File: config.mk
export PLATFORM = sky130hd
export DESIGN_NAME = imudi_dt_unit
export DESIGN_NICKNAME = d
export VERILOG_FILES = /design/src/sv/imudi_pkg.sv /design/src/sv/imudi_dt_unit.sv
export SDC_FILE = /design/constraint.sdc
export NUM_CORES = 2
export LEC_CHECK = 0
export BUFFER_PORTS_ARGS = -buffer_cell sky130_fd_sc_hd__buf_4
export CORE_MARGIN = 2
export CORE_UTILIZATION = 50
export DETAILED_ROUTE_END_ITERATION = 8
export PLACE_DENSITY = 0.76
export SYNTH_ARGS = -nofsm -noshare
export SYNTH_HDL_FRONTEND = slang
export SYNTH_SLANG_ARGS = --single-unit
File: constraint.sdc
create_clock -name i_clk -period 8.5 [get_ports i_clk]
set_input_delay 0 -clock i_clk [delete_from_list [all_inputs] [get_ports i_clk]]
set_output_delay 0 -clock i_clk [all_outputs]
set_load 0.005 [all_outputs]
File: src/sv/imudi_pkg.sv
// Shared types, constants and helpers for the IMU displacement integrator.
package imudi_pkg;

    // Nanoseconds in one second
    localparam logic [29:0] NS_PER_SEC = 30'd1000000000;

    // Saturation limits for signed 32-bit results
    localparam logic signed [31:0] Q_MAX  = 32'sh7FFFFFFF;
    localparam logic signed [31:0] Q_MIN  = 32'sh80000000;
    localparam logic signed [63:0] SAT_HI = 64'sd2147483647;
    localparam logic signed [63:0] SAT_LO = -64'sd2147483648;

    // Gate register reset values (0.03 and 1.0 in Q16.16)
    localparam logic [30:0] GATE_LOW_RST  = 31'd1966;
    localparam logic [30:0] GATE_HIGH_RST = 31'd65536;

    // Configuration register indexes
    localparam logic [0:0] CFG_GATE_LOW  = 1'b0;
    localparam logic [0:0] CFG_GATE_HIGH = 1'b1;

    // Stream item modes (tuser)
    localparam logic MODE_SAMPLE = 1'b0;
    localparam logic MODE_TICK   = 1'b1;

    // Field layout of the stream data words
    localparam int TDATA_W  = 256;
    localparam int SEC_LSB  = 0;
    localparam int NSEC_LSB = 32;
    localparam int VAL_LSB  = 62;
    localparam int VAL_W    = 32;
    localparam int NUM_VAL  = 6;
    localparam int NUM_AXIS = 3;

    // Per-lane stage strobes
    typedef struct packed {
        logic ld_ops;
        logic mul_a;
        logic mul_b;
        logic sum;
    } t_lane_ctl;

    function automatic logic signed [31:0] sat32(input logic signed [63:0] v);
        logic signed [31:0] r;
        if (v > SAT_HI) begin
            r = Q_MAX;
        end else if (v < SAT_LO) begin
            r = Q_MIN;
        end else begin
            r = v[31:0];
        end
        return r;
    endfunction

endpackage

File: src/sv/imudi_dt_unit.sv
// Time step unit: timestamp difference to saturated fixed point by reciprocal multiplication.
module imudi_dt_unit
    import imudi_pkg::*;
#(
    parameter int FRAC_BITS = 16
) (
    input  logic               i_clk,
    input  logic               i_rst_n,
    input  logic               i_start,
    input  logic [31:0]        i_sec_new,
    input  logic [31:0]        i_sec_prev,
    input  logic [29:0]        i_nsec_new,
    input  logic [29:0]        i_nsec_prev,
    output logic               o_done,
    output logic signed [31:0] o_dt
);

    localparam int INT_W  = 32 - FRAC_BITS;
    localparam int SHIFT  = 61 - FRAC_BITS;
    localparam int FINE_W = 30 + FRAC_BITS;
    localparam logic signed [32:0] NS_S    = {3'b000, NS_PER_SEC};
    localparam logic signed [33:0] SEC_LIM = 34'sd1 <<< (INT_W - 1);
    // floor(2^61 / 1e9)
    localparam logic [31:0] RECIP = 32'd2305843009;

    logic signed [32:0]    w_ds;
    logic signed [32:0]    w_dn;
    logic signed [32:0]    w_rem;
    logic signed [2:0]     w_k;
    logic signed [33:0]    w_secs;
    logic [FINE_W-1:0]     w_fine;
    logic [FINE_W-1:0]     w_left;
    logic                  w_carry;

    logic [2:0]            r_stage;
    logic                  r_hi_sat;
    logic                  r_lo_sat;
    logic [INT_W-1:0]      r_int;
    logic [29:0]           r_rem;
    logic [61:0]           r_prod;
    logic [FRAC_BITS-1:0]  r_q0;
    logic [FINE_W-1:0]     r_back;
    logic [FRAC_BITS-1:0]  r_frac;

    // Fold the nanosecond difference into [0, 1e9) and carry into seconds
    always_comb begin
        w_ds = $signed({1'b0, i_sec_new}) - $signed({1'b0, i_sec_prev});
        w_dn = $signed({3'b000, i_nsec_new}) - $signed({3'b000, i_nsec_prev});
        if (w_dn < -NS_S) begin
            w_k   = -3'sd2;
            w_rem = w_dn + NS_S + NS_S;
        end else if (w_dn < 33'sd0) begin
            w_k   = -3'sd1;
            w_rem = w_dn + NS_S;
        end else if (w_dn >= NS_S) begin
            w_k   = 3'sd1;
            w_rem = w_dn - NS_S;
        end else begin
            w_k   = 3'sd0;
            w_rem = w_dn;
        end
        w_secs = 34'(w_ds) + 34'(w_k);
    end

    // Estimate from the reciprocal is the exact quotient or one below it
    assign w_fine  = {r_rem, {FRAC_BITS{1'b0}}};
    assign w_left  = w_fine - r_back;
    assign w_carry = (w_left >= {{FRAC_BITS{1'b0}}, NS_PER_SEC});

    always_ff @(posedge i_clk) begin
        if (!i_rst_n) begin
            r_stage <= '0;
        end else begin
            r_stage <= {r_stage[1:0], i_start};
        end
    end

    always_ff @(posedge i_clk) begin
        if (i_start) begin
            r_hi_sat <= (w_secs >= SEC_LIM);
            r_lo_sat <= (w_secs < -SEC_LIM);
            r_int    <= w_secs[INT_W-1:0];
            r_rem    <= w_rem[29:0];
        end
        if (r_stage[0]) begin
            r_prod <= {32'd0, r_rem} * {30'd0, RECIP};
        end
        if (r_stage[1]) begin
            r_q0   <= r_prod[SHIFT +: FRAC_BITS];
            r_back <= {30'd0, r_prod[SHIFT +: FRAC_BITS]} * {{FRAC_BITS{1'b0}}, NS_PER_SEC};
        end
        if (r_stage[2]) begin
            r_frac <= r_q0 + FRAC_BITS'(w_carry);
        end
    end

    assign o_done = r_stage[2];
    assign o_dt   = r_hi_sat ? Q_MAX : (r_lo_sat ? Q_MIN : $signed({r_int, r_frac}));

endmodule

==> impl_results.md <==
- Hold path depth: 4
- Crit-path most repeated cell: fa_1
- Crit path arrival time: just over 8 ns
- Final Wtd Congestion: 0.957
- Worst path bufs/invs: 5
- R2R Setup Slk: approximately 0.5 ns
- Post-detailed-route DRC marker count: 0
- ANT nets after route: 0
- Largest net degree at the start of global routing: 53
- Drt initial violations: around 1,500
- Vias in the first global route: 25,300
- CTS root buf: clkbuf_16
- Drt total wl: 76,300 µm
- Endpoints failing setup: 0
- Mapped Avg Cell Area: between 9 and 10 µm²
- Sink Count: between 100 and 150
- Family with the most delay on the worst path: adder cells
- DIE WIDTH: 256 µm
- Max Buffers Root-to-Sink: 2
- Die ar.: between 60,000 and 70,000 µm²
- Nets@finish: about 4,700
- Max incr delay on CP: about 0.55 ns
- Remaining Overflow, GRT: 0
- HP Class: in2reg
- Area Growth Syn to Fin: 9.50%
- Clk_lat worst skew: ~0.49 ns
- Max capacitance violation total: 0
- Worst slew pin tran: approximately 1.2 ns
- Syn Nets: 4,473
- Status: finished, final reports clean
- Setup TNS: 0 ns
- Inserted Clock Buffers: 17
- Core area: 63,000 µm²
- Vias: 24,400
- Wire per inst: 17.5 µm
- Post-synth EDFFs: between 100 and 150
- CP required: ~8.7 ns
- Number of H-tree levels: 4
- Clock skew: a little over 0.01 ns
- CP Capture Type: flop
- Overall global routing resource usage: between 20 and 25%
- Antenna violations before repair: 0
- Drt pass-1 iters: 5
- Fin crit share: 94.0%
- Initial Util: roughly half
- Dominant synthesized flop cell: edfxtp_1
- Final Hold Violating Endpoints: 0
- Post-Syn Area: roughly 32,000 µm²
- Setup Crit Path Kind: reg2reg
- FFs w/ async S/R, synth: 0%
- Routed vias/inst: ~5.6
- CP Depth: 27
- CP max FO: 4
- First-pass GRT wire length: 127,000 µm
- Hpwl dp: ~64,000 µm
- Commonest non-fill, non-tap cells in the layout: 673 x inv_1, 619 x ha_1, 410 x fa_1
- Row cnt: 92
- Cells after synthesis: roughly 3,300
- Die height: approximately 260 µm
- Clock transition at the registers of the reported paths: 0.07 ns
- Max-slew headroom: between 10% and 20%
- Layout cells sized above 1: 8.69%
- Fmax: approximately 130 MHz
- Commonest non-fill, non-tap cell in the layout: inv_1
- Seq/Total Area, Yosys: roughly 13%
- Yosys Warn Count: 0
- Slowest stage cell, crit path: fa_1
- #FFs+latches synth: 134
- IO buf count: ~160
- CTS tree: built
- Max Slew Vio Count: 0
- Type of origin of the critical path: flop
- Synth unique cells: 99
- Crit path time final: between 7 and 8 ns
- Io pins: between 150 and 200
- Reg2Reg Depth: 27
- WHS: 0.0557 ns
==> synthesized netlist by cell type, types with 18 or more instances <==
| library cell | n | area [µm²] |
|---|---|---|
| o21a_1 | 20 | 150 |
| ha_1 | 620 | 7760 |
| and3_1 | 27 | 169 |
| o21ai_1 | 18 | 90.1 |
| nand2_1 | 136 | 510 |
| a31oi_1 | 30 | 188 |
| clkbuf_1 | 28 | 105 |
| xor2_1 | 48 | 420 |
| o211ai_1 | 33 | 248 |
| inv_1 | 673 | 2530 |
| nand3_1 | 61 | 305 |
| xnor2_1 | 125 | 1090 |
| fa_1 | 410 | 8210 |
| o21ai_0 | 91 | 455 |
| a21oi_1 | 151 | 756 |
| nor3_1 | 60 | 300 |
| o21bai_1 | 19 | 143 |
| nand4_1 | 26 | 163 |
| a21o_1 | 100 | 751 |
| nor2_1 | 148 | 556 |
| nand2b_1 | 28 | 175 |
| edfxtp_1 | 131 | 3930 |
| nor2b_1 | 23 | 144 |
==> worst paths after layout <==
kind,from,end
min reg2reg,r_q0[15]$_DFFE_PP_,r_frac[15]$_DFFE_PP_
min,i_nsec_new[0],r_rem[0]$_DFFE_PP_
max,r_rem[3]$_DFFE_PP_,r_prod[60]$_DFFE_PP_
max reg2reg,r_rem[3]$_DFFE_PP_,r_prod[60]$_DFFE_PP_
==> per-layer routing <==
| metal | global-route usage (%) | routed length, µm | up-vias |
|---|---|---|---|
| met2 | 41.2 | 36800 | 723 |
| met3 | 4.18 | 4900 | 118 |
| li1 | - | - | 11700 |
| met5 | 0 | 0 | - |
| met1 | 31.7 | 32900 | 11900 |
| met4 | 6.42 | 1740 | 0 |
==> per-stage QoR <==
step	cell area, µm²	utilization (%)	instances	setup WS (ns)
3_3_place_gp	34100	54.2	4317	0.515
3_5_place_dp	34100	54.2	4317	0.336
4_1_cts	34700	55.2	4352	0.314
6_report	34800	55.3	4355	0.510
5_1_grt	34800	55.3	4354	-0.0725
2_1_floorplan	31800	-	3316	0.801
==> worst reg2reg max path, delay by kind of cell (launching register included) <==
kind | cells | cell delay [ns]
adder cells (fa/ha/maj) | 9 | 4.06
AO/OA/AOI/OAI | 10 | 2.44
buffers and inverters | 5 | 0.46
flip-flops | 1 | 0.43
AND/OR/NAND/NOR | 2 | 0.24
XOR/XNOR | 1 | 0.10
==> final cells by class <==
cell class              count  area [µm²]
repair buffers            204        1540
inverters                 674        2530
flip-flops and latches    134        4000
well taps                 846        1060
diodes                      1        2.50
multi-input cells        2464       25100
fillers                  5504       28200
clock inverters            14         138
clock buffers              18         439
==> timing repair <==
action,in CTS,in global routing
hold buffers,3,0
setup buffers,0,2
endpoints found under the hold margin,5,0
endpoints found under the setup margin,0,3
resized for setup,0,11
==> registers in the layout, indices dropped and copies added (netlist names), 3 cells and up <==
name	count
r_frac	16
r_rem	30
r_int	16
r_back	35
r_q0	16
r_prod	16
r_stage	3
==> logic make-up after synthesis <==
logic type / count (synthesis) / share of synthesized area (%)
simple gates: 607 / 9.60
buf+inv: 718 / 8.59
mux: 13 / 0.413
flops: 134 / 12.6
xor+xnor: 173 / 4.77
compound gates: 641 / 13.8
fa+ha+maj: 1030 / 50.2
Power is not shown: default switching activity piles up to over one toggle a cycle in this logic, so the estimate is an artifact.
