`config.mk`:
```
export PLATFORM = sky130hd
export DESIGN_NAME = imudi_merge
export DESIGN_NICKNAME = d
export VERILOG_FILES = /design/src/sv/imudi_pkg.sv /design/src/sv/imudi_merge.sv
export SDC_FILE = /design/constraint.sdc
export NUM_CORES = 1
export LEC_CHECK = 0
export ABC_AREA = 1
export CAP_MARGIN = 15
export CORE_AREA = 2 2 222 224
export DETAILED_ROUTE_END_ITERATION = 8
export DIE_AREA = 0 0 224 226
export DONT_BUFFER_PORTS = 1
export PLACE_DENSITY = 0.44
export SLEW_MARGIN = 20
export SYNTH_ARGS = -nofsm -noshare
export SYNTH_HDL_FRONTEND = slang
export SYNTH_SLANG_ARGS = --single-unit
```
`constraint.sdc`:
```
create_clock -name i_clk -period 26 [get_ports i_clk]
set_clock_uncertainty 0.1 [all_clocks]
set_input_delay 1.3 -clock i_clk [delete_from_list [all_inputs] [get_ports i_clk]]
set_output_delay 1.3 -clock i_clk [all_outputs]
set_load 0.02 [all_outputs]
```
`src/sv/imudi_pkg.sv`:
```
// Shared types, constants and helpers for the IMU displacement integrator.
package imudi_pkg;

    // Nanoseconds in one second
    localparam logic [29:0] NS_PER_SEC = 30'd1000000000;

    // Saturation limits for signed 32-bit results
    localparam logic signed [31:0] Q_MAX  = 32'sh7FFFFFFF;
    localparam logic signed [31:0] Q_MIN  = 32'sh80000000;
    localparam logic signed [63:0] SAT_HI = 64'sd2147483647;
    localparam logic signed [63:0] SAT_LO = -64'sd2147483648;

    // Gate register reset values (0.03 and 1.0 in Q16.16)
    localparam logic [30:0] GATE_LOW_RST  = 31'd1966;
    localparam logic [30:0] GATE_HIGH_RST = 31'd65536;

    // Configuration register indexes
    localparam logic [0:0] CFG_GATE_LOW  = 1'b0;
    localparam logic [0:0] CFG_GATE_HIGH = 1'b1;

    // Stream item modes (tuser)
    localparam logic MODE_SAMPLE = 1'b0;
    localparam logic MODE_TICK   = 1'b1;

    // Field layout of the stream data words
    localparam int TDATA_W  = 256;
    localparam int SEC_LSB  = 0;
    localparam int NSEC_LSB = 32;
    localparam int VAL_LSB  = 62;
    localparam int VAL_W    = 32;
    localparam int NUM_VAL  = 6;
    localparam int NUM_AXIS = 3;

    // Per-lane stage strobes
    typedef struct packed {
        logic ld_ops;
        logic mul_a;
        logic mul_b;
        logic sum;
    } t_lane_ctl;

    function automatic logic signed [31:0] sat32(input logic signed [63:0] v);
        logic signed [31:0] r;
        if (v > SAT_HI) begin
            r = Q_MAX;
        end else if (v < SAT_LO) begin
            r = Q_MIN;
        end else begin
            r = v[31:0];
        end
        return r;
    endfunction

endpackage

```
`src/sv/imudi_merge.sv`:
```
// Merge stage: x/y window gate over the lane results and the output register.
module imudi_merge
    import imudi_pkg::*;
(
    input  logic                 i_clk,
    input  logic                 i_rst_n,
    input  logic                 i_fire,
    input  logic [30:0]          i_gate_low,
    input  logic [30:0]          i_gate_high,
    input  logic [31:0]          i_sec,
    input  logic [29:0]          i_nsec,
    input  logic signed [31:0]   i_disp [NUM_AXIS],
    input  logic signed [31:0]   i_turn [NUM_AXIS],
    input  logic                 i_tready,
    output logic                 o_tvalid,
    output logic [TDATA_W-1:0]   o_tdata,
    output logic                 o_block
);

    logic signed [31:0] w_lo;
    logic signed [31:0] w_hi;
    logic               w_pass;
    logic               r_valid;
    logic [TDATA_W-1:0] r_data;

    assign w_lo   = $signed({1'b0, i_gate_low});
    assign w_hi   = $signed({1'b0, i_gate_high});
    assign w_pass = ((i_disp[0] > w_lo) || (i_disp[1] > w_lo))
                 && ((i_disp[0] < w_hi) || (i_disp[1] < w_hi));

    always_ff @(posedge i_clk) begin
        if (!i_rst_n) begin
            r_valid <= 1'b0;
        end else if (i_fire && w_pass) begin
            r_valid <= 1'b1;
        end else if (i_tready) begin
            r_valid <= 1'b0;
        end
    end

    always_ff @(posedge i_clk) begin
        if (i_fire && w_pass) begin
            r_data <= {2'b00, i_turn[2], i_turn[1], i_turn[0],
                       i_disp[2], i_disp[1], i_disp[0], i_nsec, i_sec};
        end
    end

    assign o_tvalid = r_valid;
    assign o_tdata  = r_data;
    assign o_block  = r_valid && !i_tready;

endmodule

```
==> metrics.txt, run 1 <==
Clock Power Share=0.382; DRC violations left=0; count leader, synth=edfxtp_1; Worst-Margin Slew=1.05 ns; die area=between 50000 and 60000 sq um; starting density of the core=0.222; Placer Congestion=0.809; Flop pwr share=0.560; drt via density=around 4.1; top-area cell type share of the netlist area=0.711; Syn Inst Count=around 740; Layout Utilization=0.258; final setup TNS=0 ns; Pint=approximately 0.75 mW; pwr dens=about 83 nW/um^2; Psw=roughly 0.28 mW; CTS Hold Bufs=0; crit-path max FO=88; vias in the first global route=around 5800; DRT Pass-1 Iters=4; Gate power share=0.058; WHS Path Cells=0; DP Cell Count=between 1000 and 1500; Crit Path Class=primary input to register; flop and latch count out of synthesis=255; area leader, netlist=edfxtp_1; First DRT Iteration DRCs=276; Hold WC Path Type=primary input to register; clock latency at the later pin of the worst-skew pair=roughly 0.55 ns; placed cell areas=approximately 12000 sq um; commonest cells in the netlist=edfxtp_1, ha_1, nand2_1; Syn. warnings=0; Mapped Area=around 11000 sq um; pin count of the biggest net entering global routing=between 80 and 90; Detail Route Antenna Nets=0; Seq/Total Area, Yosys=0.713; WP data required=~26 ns; final WL=around 36000 microns; normalized max-slew margin=0.302; global-route wire length before repair=47300 microns; hold_sp=i_disp[69]; nature of the critical path endpoint=register; Leak=between 4 and 5 nW; layout net count=around 1200; Final setup violation count=0; Power Total=1.04 mW; Top Ports=approximately 580; CTS root buffer=clkbuf_16; cts repair resizes=0; Final Non-Filler Cells=1414; Port Buffers=0; Post-CTS Setup Inserts=0; Crit path arrival time=5.24 ns; Site Rows=between 80 and 90; number of synthesized flops with an enable pin=approximately 250; CTS Sinks=255; Placeable Area=48300 sq um; initial antenna violation count=12; chip height=between 200 and 250 microns; total track usage=0.135; Clock Tree Buf Depth=3; R2R Setup Slk=roughly 25 ns; synth top area cells=edfxtp_1, ha_1, nand2_1; DP HPWL=29900 microns; RR Endpoint=o_tvalid; Hold Path Sink=o_tdata[67]; Final Hold Fails=0; Avg Inst Size Synth=~15 sq um; Final Critical Period=about 5.2 ns; Max Freq=a little under 0.2 GHz; final worst path period share=0.199; status=finished, final reports clean; synth unique cells=24; Die W=224 microns; reg2reg path depth=4; max-slew violations=0; # Max-Cap Violations=0; TritonCTS buffer count=27; GRT Residual Overflow=0; area grow syn2layout=16.1%; RSZ-0062 raised after global routing=false; CP startpoint kind=primary input; reg2reg start=o_tvalid; Via Count=just under 6000; CTS H-tree lvls=1; Finished Cell Area=about 12000 sq um; fraction of layout cells with a size suffix above 1=0.0699; CTS tree=done; Synth Flop Type=edfxtp_1; worst vdd ir=around 0.038 mV; CTS clk-pin slew, worst paths=~0.070 ns; Post-synth ARST share=0; Wirelength per Cell=between 20 and 30 microns; sw frac=0.271
==> sequential cells by signal, summed over array words and instances (netlist names) <==
name,cells
o_tdata,254
o_tvalid,1
==> power by group through the flow <==
stage	sequential (mW)	combinational [mW]	clock (mW)
final	0.580	0.0602	0.395
after global routing	0.584	0.0712	0.421
after CTS	0.584	0.0618	0.410
after detailed placement	0.591	0.0615	0
after global placement	0.593	0.0606	0
after floorplan	0.578	0.0440	0
==> critical path, stage by stage <==
cell and delay, ns:
inv_1 0.04, ha_1 0.31, nand4_1 0.16, nor3_1 0.65
nand2_1 0.11, nand2_1 0.16, nand2_1 0.07, nand2_1 0.06
nand2_1 0.05, nand2_1 0.07, nand2_1 0.08, nor2_4 0.39
buf_4 0.74, buf_4 0.93
==> metal layers <==
metal,wire [microns],up-vias,track usage,part of all wire
met2,19200,332,0.250,0.53
li1,-,2711,-,-
met5,59,-,0,0.0016
met4,800,10,0.0372,0.022
met1,12800,2755,0.138,0.35
met3,3640,50,0.0566,0.10
==> through the flow <==
step | worst slack (ns) | hold WS, ns
after floorplan | 16.52 | 0.645
after global placement | 19.58 | 0.752
after detailed placement | 20.16 | 0.764
after CTS | 20.78 | 0.691
after global routing | 20.51 | 0.693
final | 20.83 | 0.736
==> worst max-delay path by stage <==
stage                    from           end  slack [ns]
6_report       i_gate_low[15]  o_tdata[144]       20.83
5_1_grt        i_gate_low[15]  o_tdata[144]       20.51
3_3_place_gp   i_gate_low[15]  o_tdata[171]       19.58
2_1_floorplan  i_gate_low[30]    o_tdata[0]       16.52
4_1_cts        i_gate_low[15]  o_tdata[144]       20.78
3_5_place_dp   i_gate_low[15]  o_tdata[144]       20.16
==> layout make-up <==
type	count	area (sq um)
Inverter	92	345
Fill cell	4902	35900
Tap cell	622	778
Clock buffer	30	687
Antenna cell	5	12.5
Sequential cell	255	7650
Clock inverter	19	215
Timing Repair Buffer	4	42.5
Multi-Input combinational cell	387	2720
==> placed cells by master, fill, tap and decap left out, types with 2 or more instances in the layout <==
cell type,instances
conb_1,2
edfxtp_1,254
a21o_1,3
nand4_1,7
a21oi_1,54
diode_2,5
nor3_2,2
nor2_2,2
o21a_1,3
clkinv_1,3
clkbuf_16,27
ha_1,122
bufinv_16,4
nor2_1,32
o21ai_0,13
clkinvlp_4,4
buf_4,3
clkbuf_1,3
inv_1,90
clkinv_2,5
nand2_1,120
nand3_1,10
o21bai_1,3
inv_2,2
nor3_1,8
==> kinds of logic (layout without fill, tap and decap cells) <==
| family | after synthesis | after routing | synth area share |
|---|---|---|---|
| adders and majority gates | 122 | 122 | 0.142 |
| DFF | 255 | 255 | 0.713 |
| AOI/OAI and AO/OA | 78 | 78 | 0.0389 |
| buffers and inverters | 94 | 145 | 0.0336 |
| other | 1 | 7 | 0.000350 |
| and+or+nand+nor | 185 | 185 | 0.0716 |
Power figures use the tool's default switching activity.
==> inputs of run 2 (changes only) <==
--- a/config.mk
+++ b/config.mk
@@ -7,11 +7,11 @@
 export LEC_CHECK = 0
 export ABC_AREA = 1
 export CAP_MARGIN = 15
-export CORE_AREA = 2 2 222 224
+export CORE_AREA = 2 2 226 228
 export DETAILED_ROUTE_END_ITERATION = 8
-export DIE_AREA = 0 0 224 226
+export DIE_AREA = 0 0 228 230
 export DONT_BUFFER_PORTS = 1
-export PLACE_DENSITY = 0.44
+export PLACE_DENSITY = 0.43
 export SLEW_MARGIN = 20
 export SYNTH_ARGS = -nofsm -noshare
 export SYNTH_HDL_FRONTEND = slang
==> constraint.sdc (replaced) <==
create_clock -name i_clk -period 4.8 [get_ports i_clk]
set_clock_uncertainty 0.1 [all_clocks]
set_input_delay 0.24 -clock i_clk [delete_from_list [all_inputs] [get_ports i_clk]]
set_output_delay 0.24 -clock i_clk [all_outputs]
set_load 0.02 [all_outputs]
==> run 2 against run 1 <==
Sequential share of layout area down 11 points. Register-to-register slack got worse by 22 ns. Global-route usage is 1.9 points higher. Via count is 20% higher. Final area grew 22%. Sequential power rose to 5.5 times the previous value. Critical path type unchanged. Largest power group unchanged.
==> metrics.txt, run 2 (same netlist as run 1, synthesis figures left out) <==
area grow syn2layout=41.9%; fraction of layout cells with a size suffix above 1=0.0622; # Max-Cap Violations=0; clock latency at the later pin of the worst-skew pair=0.56 ns; crit path cell chain=inv_2 -> ha_1 -> nand2_1 -> nor2_1 -> nand2_1 -> nor3_2 -> nand2_1 -> nand2_1 -> nand2_1 -> nand2_1 -> nand2_2 -> nor2_4 -> buf_12 -> nor2_1 -> nor2_2 -> dlygate4sd3_1; cts repair resizes=0; Detail Route Antenna Nets=0; DP HPWL=around 33000 microns; Max Freq=0.371 GHz; Placeable Area=around 50000 sq um; Final Hold Fails=0; pwr dens=395 nW/um^2; DRC violations left=0; Wirelength per Cell=24.5 microns; vias in the first global route=~7400; status=finished, final reports clean; most frequent cells in the layout=dlygate4sd3_1, edfxtp_1, nand2_1, ha_1, inv_1; CTS Hold Bufs=roughly 260; GRT Residual Overflow=0; setup ws final=2.10 ns; total track usage=0.154; crit-path max FO=120; Slowest-stage cell, CP=dlygate4sd3_1; pin count of the biggest net entering global routing=between 100 and 150; drt via density=a little over 4; CTS H-tree lvls=1; final WL=roughly 42000 microns; max reg flops=around 250; worst path bufs/invs=3; Post-CTS Setup Inserts=0; worst vdd ir=between 0.15 and 0.2 mV; Clock Tree Buf Depth=3; placed cell areas=roughly 12000 sq um; Via Count=7023; Port Buffers=0; RSZ-0062 raised after global routing=false; CTS clk-pin slew, worst paths=0.07 ns; First DRT Iteration DRCs=roughly 300; TritonCTS buffer count=29; CTS root buffer=clkbuf_16; die area=roughly 52000 sq um; CTS Sinks=around 260; normalized max-slew margin=0.456; max-slew violations=0; setup slack at placement=1.84 ns; Final setup violation count=0; Placer Congestion=0.834; commonest non-fill, non-tap cell in the layout=dlygate4sd3_1; Crit path arrival time=a little over 3 ns; Final Critical Period=about 2.7 ns; layout net count=1467; crit-path leading delay family=simple AND/OR/NAND/NOR gates; Site Rows=82; Hold WC Path Type=primary input to register; critical path's most frequent cell=nand2_1; Top Ports=approximately 580; nature of the critical path endpoint=register; Die W=between 200 and 250 microns; FILL cells=roughly 5000; CTS tree=done; Leak=a little under 6 nW; chip height=about 230 microns; Crit Path Class=primary input to register; DRT Pass-1 Iters=6; final worst path period share=0.562; WP data required=about 5.2 ns; initial antenna violation count=3; CP peak stage delay=~0.54 ns; CP startpoint kind=primary input; starting density of the core=0.215; global-route wire length before repair=57500 microns; Worst-Margin Slew=roughly 0.82 ns; Finished Cell Area=about 15000 sq um; Power Total=roughly 6 mW
[run 2: cell count changes in the layout (fill, tap and decap cells not counted), moves of 2 or more]
cell           previous run  this run
clkbuf_16                27        29
clkinv_2                  5         3
diode_2                   5         1
dlygate4sd3_1             0       256
ha_1                    122       119
ha_4                      0         3
inv_1                    90        86
inv_2                     2         4
inv_6                     1         3
[run 2: worst register-to-register path, delay by kind of cell, from the launching register on]
| kind | cells | cell delay [ns] |
|---|---|---|
| flip-flops | 1 | 0.48 |
| buffers and inverters | 2 | 0.62 |
| AND/OR/NAND/NOR | 3 | 0.66 |
[run 2: layout make-up]
cell class	count	area (sq um)	area share
diodes	1	2.50	0.000164
clock buffers	33	741	0.0487
flip-flops and latches	255	7650	0.503
repair buffers	260	2610	0.171
clock inverters	18	244	0.0160
multi-input cells	387	2770	0.182
inverters	92	360	0.0237
well taps	672	841	0.0553
[run 2: per-stage QoR]
step	cells	hold WS (ns)	setup TNS (ns)	utilization
after floorplan	736	0.239	-184.54	-
after global placement	1410	0.239	0	0.234
after detailed placement	1410	0.239	0	0.234
after CTS	1717	0.0549	0	0.305
after global routing	1718	0.0879	0	0.305
final	1718	0.0954	0	0.305
[run 2: power by group]
part	internal, mW	switching (mW)	leakage [nW]
logic	0.250	0.272	3.06
clock network	1.38	0.941	0.474
registers	2.73	0.438	2.38
[run 2: worst paths after layout]
check | slack, ns | cells after the start | startpoint | end
min reg2reg | 1.30 | 5 | o_tvalid | o_tvalid
min | 0.1 | 3 | i_fire | o_tdata[101]
max | 2.10 | 16 | i_gate_low[30] | o_tvalid
max reg2reg | 2.88 | 5 | o_tvalid | o_tvalid
[run 2: metal layers]
metal	vias to the layer above	routed length [microns]	global-route usage
li1	3224	-	-
met1	3403	15700	0.169
met2	341	22400	0.290
met3	53	2740	0.0413
met4	2	1230	0.0468
met5	-	13	0
==> inputs of run 3 (changes only) <==
--- a/config.mk
+++ b/config.mk
@@ -5,13 +5,13 @@
 export SDC_FILE = /design/constraint.sdc
 export NUM_CORES = 1
 export LEC_CHECK = 0
-export ABC_AREA = 1
+export ABC_AREA = 0
 export CAP_MARGIN = 15
-export CORE_AREA = 2 2 226 228
+export CORE_AREA = 2 2 224 226
 export DETAILED_ROUTE_END_ITERATION = 8
-export DIE_AREA = 0 0 228 230
+export DIE_AREA = 0 0 226 228
 export DONT_BUFFER_PORTS = 1
-export PLACE_DENSITY = 0.43
+export PLACE_DENSITY = 0.44
 export SLEW_MARGIN = 20
 export SYNTH_ARGS = -nofsm -noshare
 export SYNTH_HDL_FRONTEND = slang
==> constraint.sdc (replaced) <==
create_clock -name i_clk -period 2.75 [get_ports i_clk]
set_clock_uncertainty 0.1 [all_clocks]
set_input_delay 0.1375 -clock i_clk [delete_from_list [all_inputs] [get_ports i_clk]]
set_output_delay 0.1375 -clock i_clk [all_outputs]
set_load 0.02 [all_outputs]
==> run 3 against run 2 <==
Via count shrank 2.4%. Flip-flop and latch count is the same. Non-clock buffer count grew 28. Critical path depth shrank 5. Sequential power grew 79%. Register-to-register slack lost 2.0 ns. Routed wire length shrank 0.35%. Hold slack lost 0.0020 ns. Core utilization grew 1.1 points. Highest routed layer unchanged. Critical endpoint unchanged. First-iteration DRC count grew 0.33%. Clock power grew 85%. Global-route usage grew 0.11 points.
==> metrics.txt, run 3 <==
GRT Residual Overflow=0; die area=51500 sq um; Synth Flop Type=edfxtp_1; layout net count=about 1400; worst vdd ir=around 0.36 mV; Post-synth ARST share=0; Slowest-stage cell, CP=dlygate4sd3_1; met3 wire len=roughly 4300 microns; First DRT Iteration DRCs=about 300; pin count of the biggest net entering global routing=38; chip height=228 microns; Post-CTS Setup Inserts=0; CTS root buffer=clkbuf_16; Detail Route Antenna Nets=0; setup ws final=0.197 ns; final WL=approximately 42000 microns; top-area cell type share of the netlist area=0.720; CTS clk-pin slew, worst paths=about 0.06 ns; Mapped Area=between 10000 and 15000 sq um; CTS Sinks=255; Worst-Margin Slew=0.852 ns; Placeable Area=49300 sq um; Crit Path Class=primary input to register; Site Rows=82; fraction of layout cells with a size suffix above 1=0.122; Syn Inst Count=about 640; starting density of the core=0.215; crit-path leading delay family=simple AND/OR/NAND/NOR gates; Die W=between 200 and 250 microns; Final setup violation count=0; CP peak stage delay=0.56 ns; area grow syn2layout=47.4%; # Max-Cap Violations=0; max-slew violations=0; DRC violations left=0; status=finished, final reports clean; global-route wire length before repair=about 56000 microns; Hold WC Path Type=primary input to register; drt via density=around 4.1; Clock Tree Buf Depth=3; CTS tree=done; TritonCTS buffer count=28; crit-path max FO=18; placed cell areas=about 12000 sq um; Top Ports=just under 600; Max Freq=between 0.3 and 0.4 GHz; Finished Cell Area=between 15000 and 20000 sq um; Port Buffers=0; crit path cell chain=inv_1 -> ha_1 -> nand4b_1 -> nor3_2 -> nor4b_2 -> o31a_1 -> o211ai_2 -> a32oi_4 -> buf_12 -> o21a_1 -> dlygate4sd3_1; synth top area cells=edfxtp_1, ha_1, inv_1; area leader, netlist=edfxtp_1; WP data required=roughly 3.2 ns; worst path bufs/invs=3; most frequent cells in the layout=dlygate4sd3_1, edfxtp_1, ha_1; Syn. warnings=0; CP startpoint kind=primary input; nature of the critical path endpoint=register; max layer used=met5; DRT Pass-1 Iters=4; CTS H-tree lvls=1; final worst path period share=0.928; DP HPWL=roughly 32000 microns; Leak=5.83 nW; total track usage=0.155; max reg flops=254; commonest cells in the netlist=edfxtp_1, ha_1, inv_1; M1 WL=14000 microns; synth unique cells=48; Layout Utilization=0.316; count leader, synth=edfxtp_1; setup slack at placement=-0.273 ns; Seq/Total Area, Yosys=0.722; FILL cells=roughly 4800; Crit path arrival time=about 3 ns; Via Count=just under 7000; commonest non-fill, non-tap cell in the layout=dlygate4sd3_1; clock latency at the later pin of the worst-skew pair=about 0.56 ns; Avg Inst Size Synth=approximately 17 sq um; number of synthesized flops with an enable pin=254; RSZ-0062 raised after global routing=false; Final Critical Period=2.55 ns; pwr dens=about 700 nW/um^2; Final Hold Fails=0; Wirelength per Cell=between 20 and 30 microns; Placer Congestion=about 0.76; vias in the first global route=between 7000 and 8000; final setup TNS=0 ns; initial antenna violation count=14; Power Total=between 10 and 15 mW; metal2 WL=about 22000 microns; flop and latch count out of synthesis=approximately 260; normalized max-slew margin=0.424
-- run 3: path summary, 6_finish.rpt --
kind / from / end / slack, ns / depth (start not counted)
worst min register to register: o_tvalid / o_tvalid / 1.36 / 3
worst min-delay path: i_turn[38] / o_tdata[196] / 0.09 / 1
worst max register to register: o_tvalid / o_tvalid / 0.92 / 3
worst max-delay path: i_gate_low[30] / o_tvalid / 0.20 / 11
-- run 3: worst reg2reg max path: stages, from the launching register on --
cell	delay, ns
dfxtp_1	0.47
nor2b_1	0.47
o21a_1	0.16
dlygate4sd3_1	0.56
-- run 3: cell families (layout without fill, tap and decap cells) --
logic type	Yosys count	count (layout)	synth area share
and+or+nand+nor	83	83	0.0437
other	1	9	0.000354
buffers and inverters	69	407	0.0252
adders and majority gates	122	122	0.144
AOI/OAI and AO/OA	105	105	0.0646
DFF	255	255	0.722
-- run 3: per-layer routing --
| layer | track usage | vias to the layer above |
|---|---|---|
| li1 | - | 3118 |
| met1 | 0.150 | 3279 |
| met2 | 0.295 | 390 |
| met3 | 0.0626 | 62 |
| met4 | 0.0513 | 8 |
| met5 | 0 | - |
-- run 3: cell type report --
cell class / instances / area, sq um / area share
Multi-Input combinational cell: 312 / 2880 / 0.184
Timing Repair Buffer: 288 / 2890 / 0.185
Inverter: 67 / 262 / 0.0168
Clock buffer: 29 / 704 / 0.0451
Sequential cell: 255 / 7650 / 0.490
Antenna cell: 7 / 17.5 / 0.00112
Clock inverter: 23 / 367 / 0.0235
Tap cell: 672 / 841 / 0.0539
-- run 3: metrics by stage --
step | std cells | hold slack, ns
floorplan | 636 | 0.136
global placement | 1337 | 0.136
finish | 1653 | 0.0935
global route | 1651 | 0.0620
detailed placement | 1337 | 0.136
CTS | 1646 | 0.0403
-- run 3: what timing repair did --
action / in CTS / in global routing
resized for setup: 0 / 1
endpoints found under the hold margin: 272 / 0
endpoints found under the setup margin: 0 / 1
hold buffers: 257 / 0
-- run 3: power by group --
group	internal, mW	switching (mW)	leakage, nW
combinational	0.518	0.497	2.92
clock	2.64	1.65	0.519
sequential	4.83	0.842	2.39
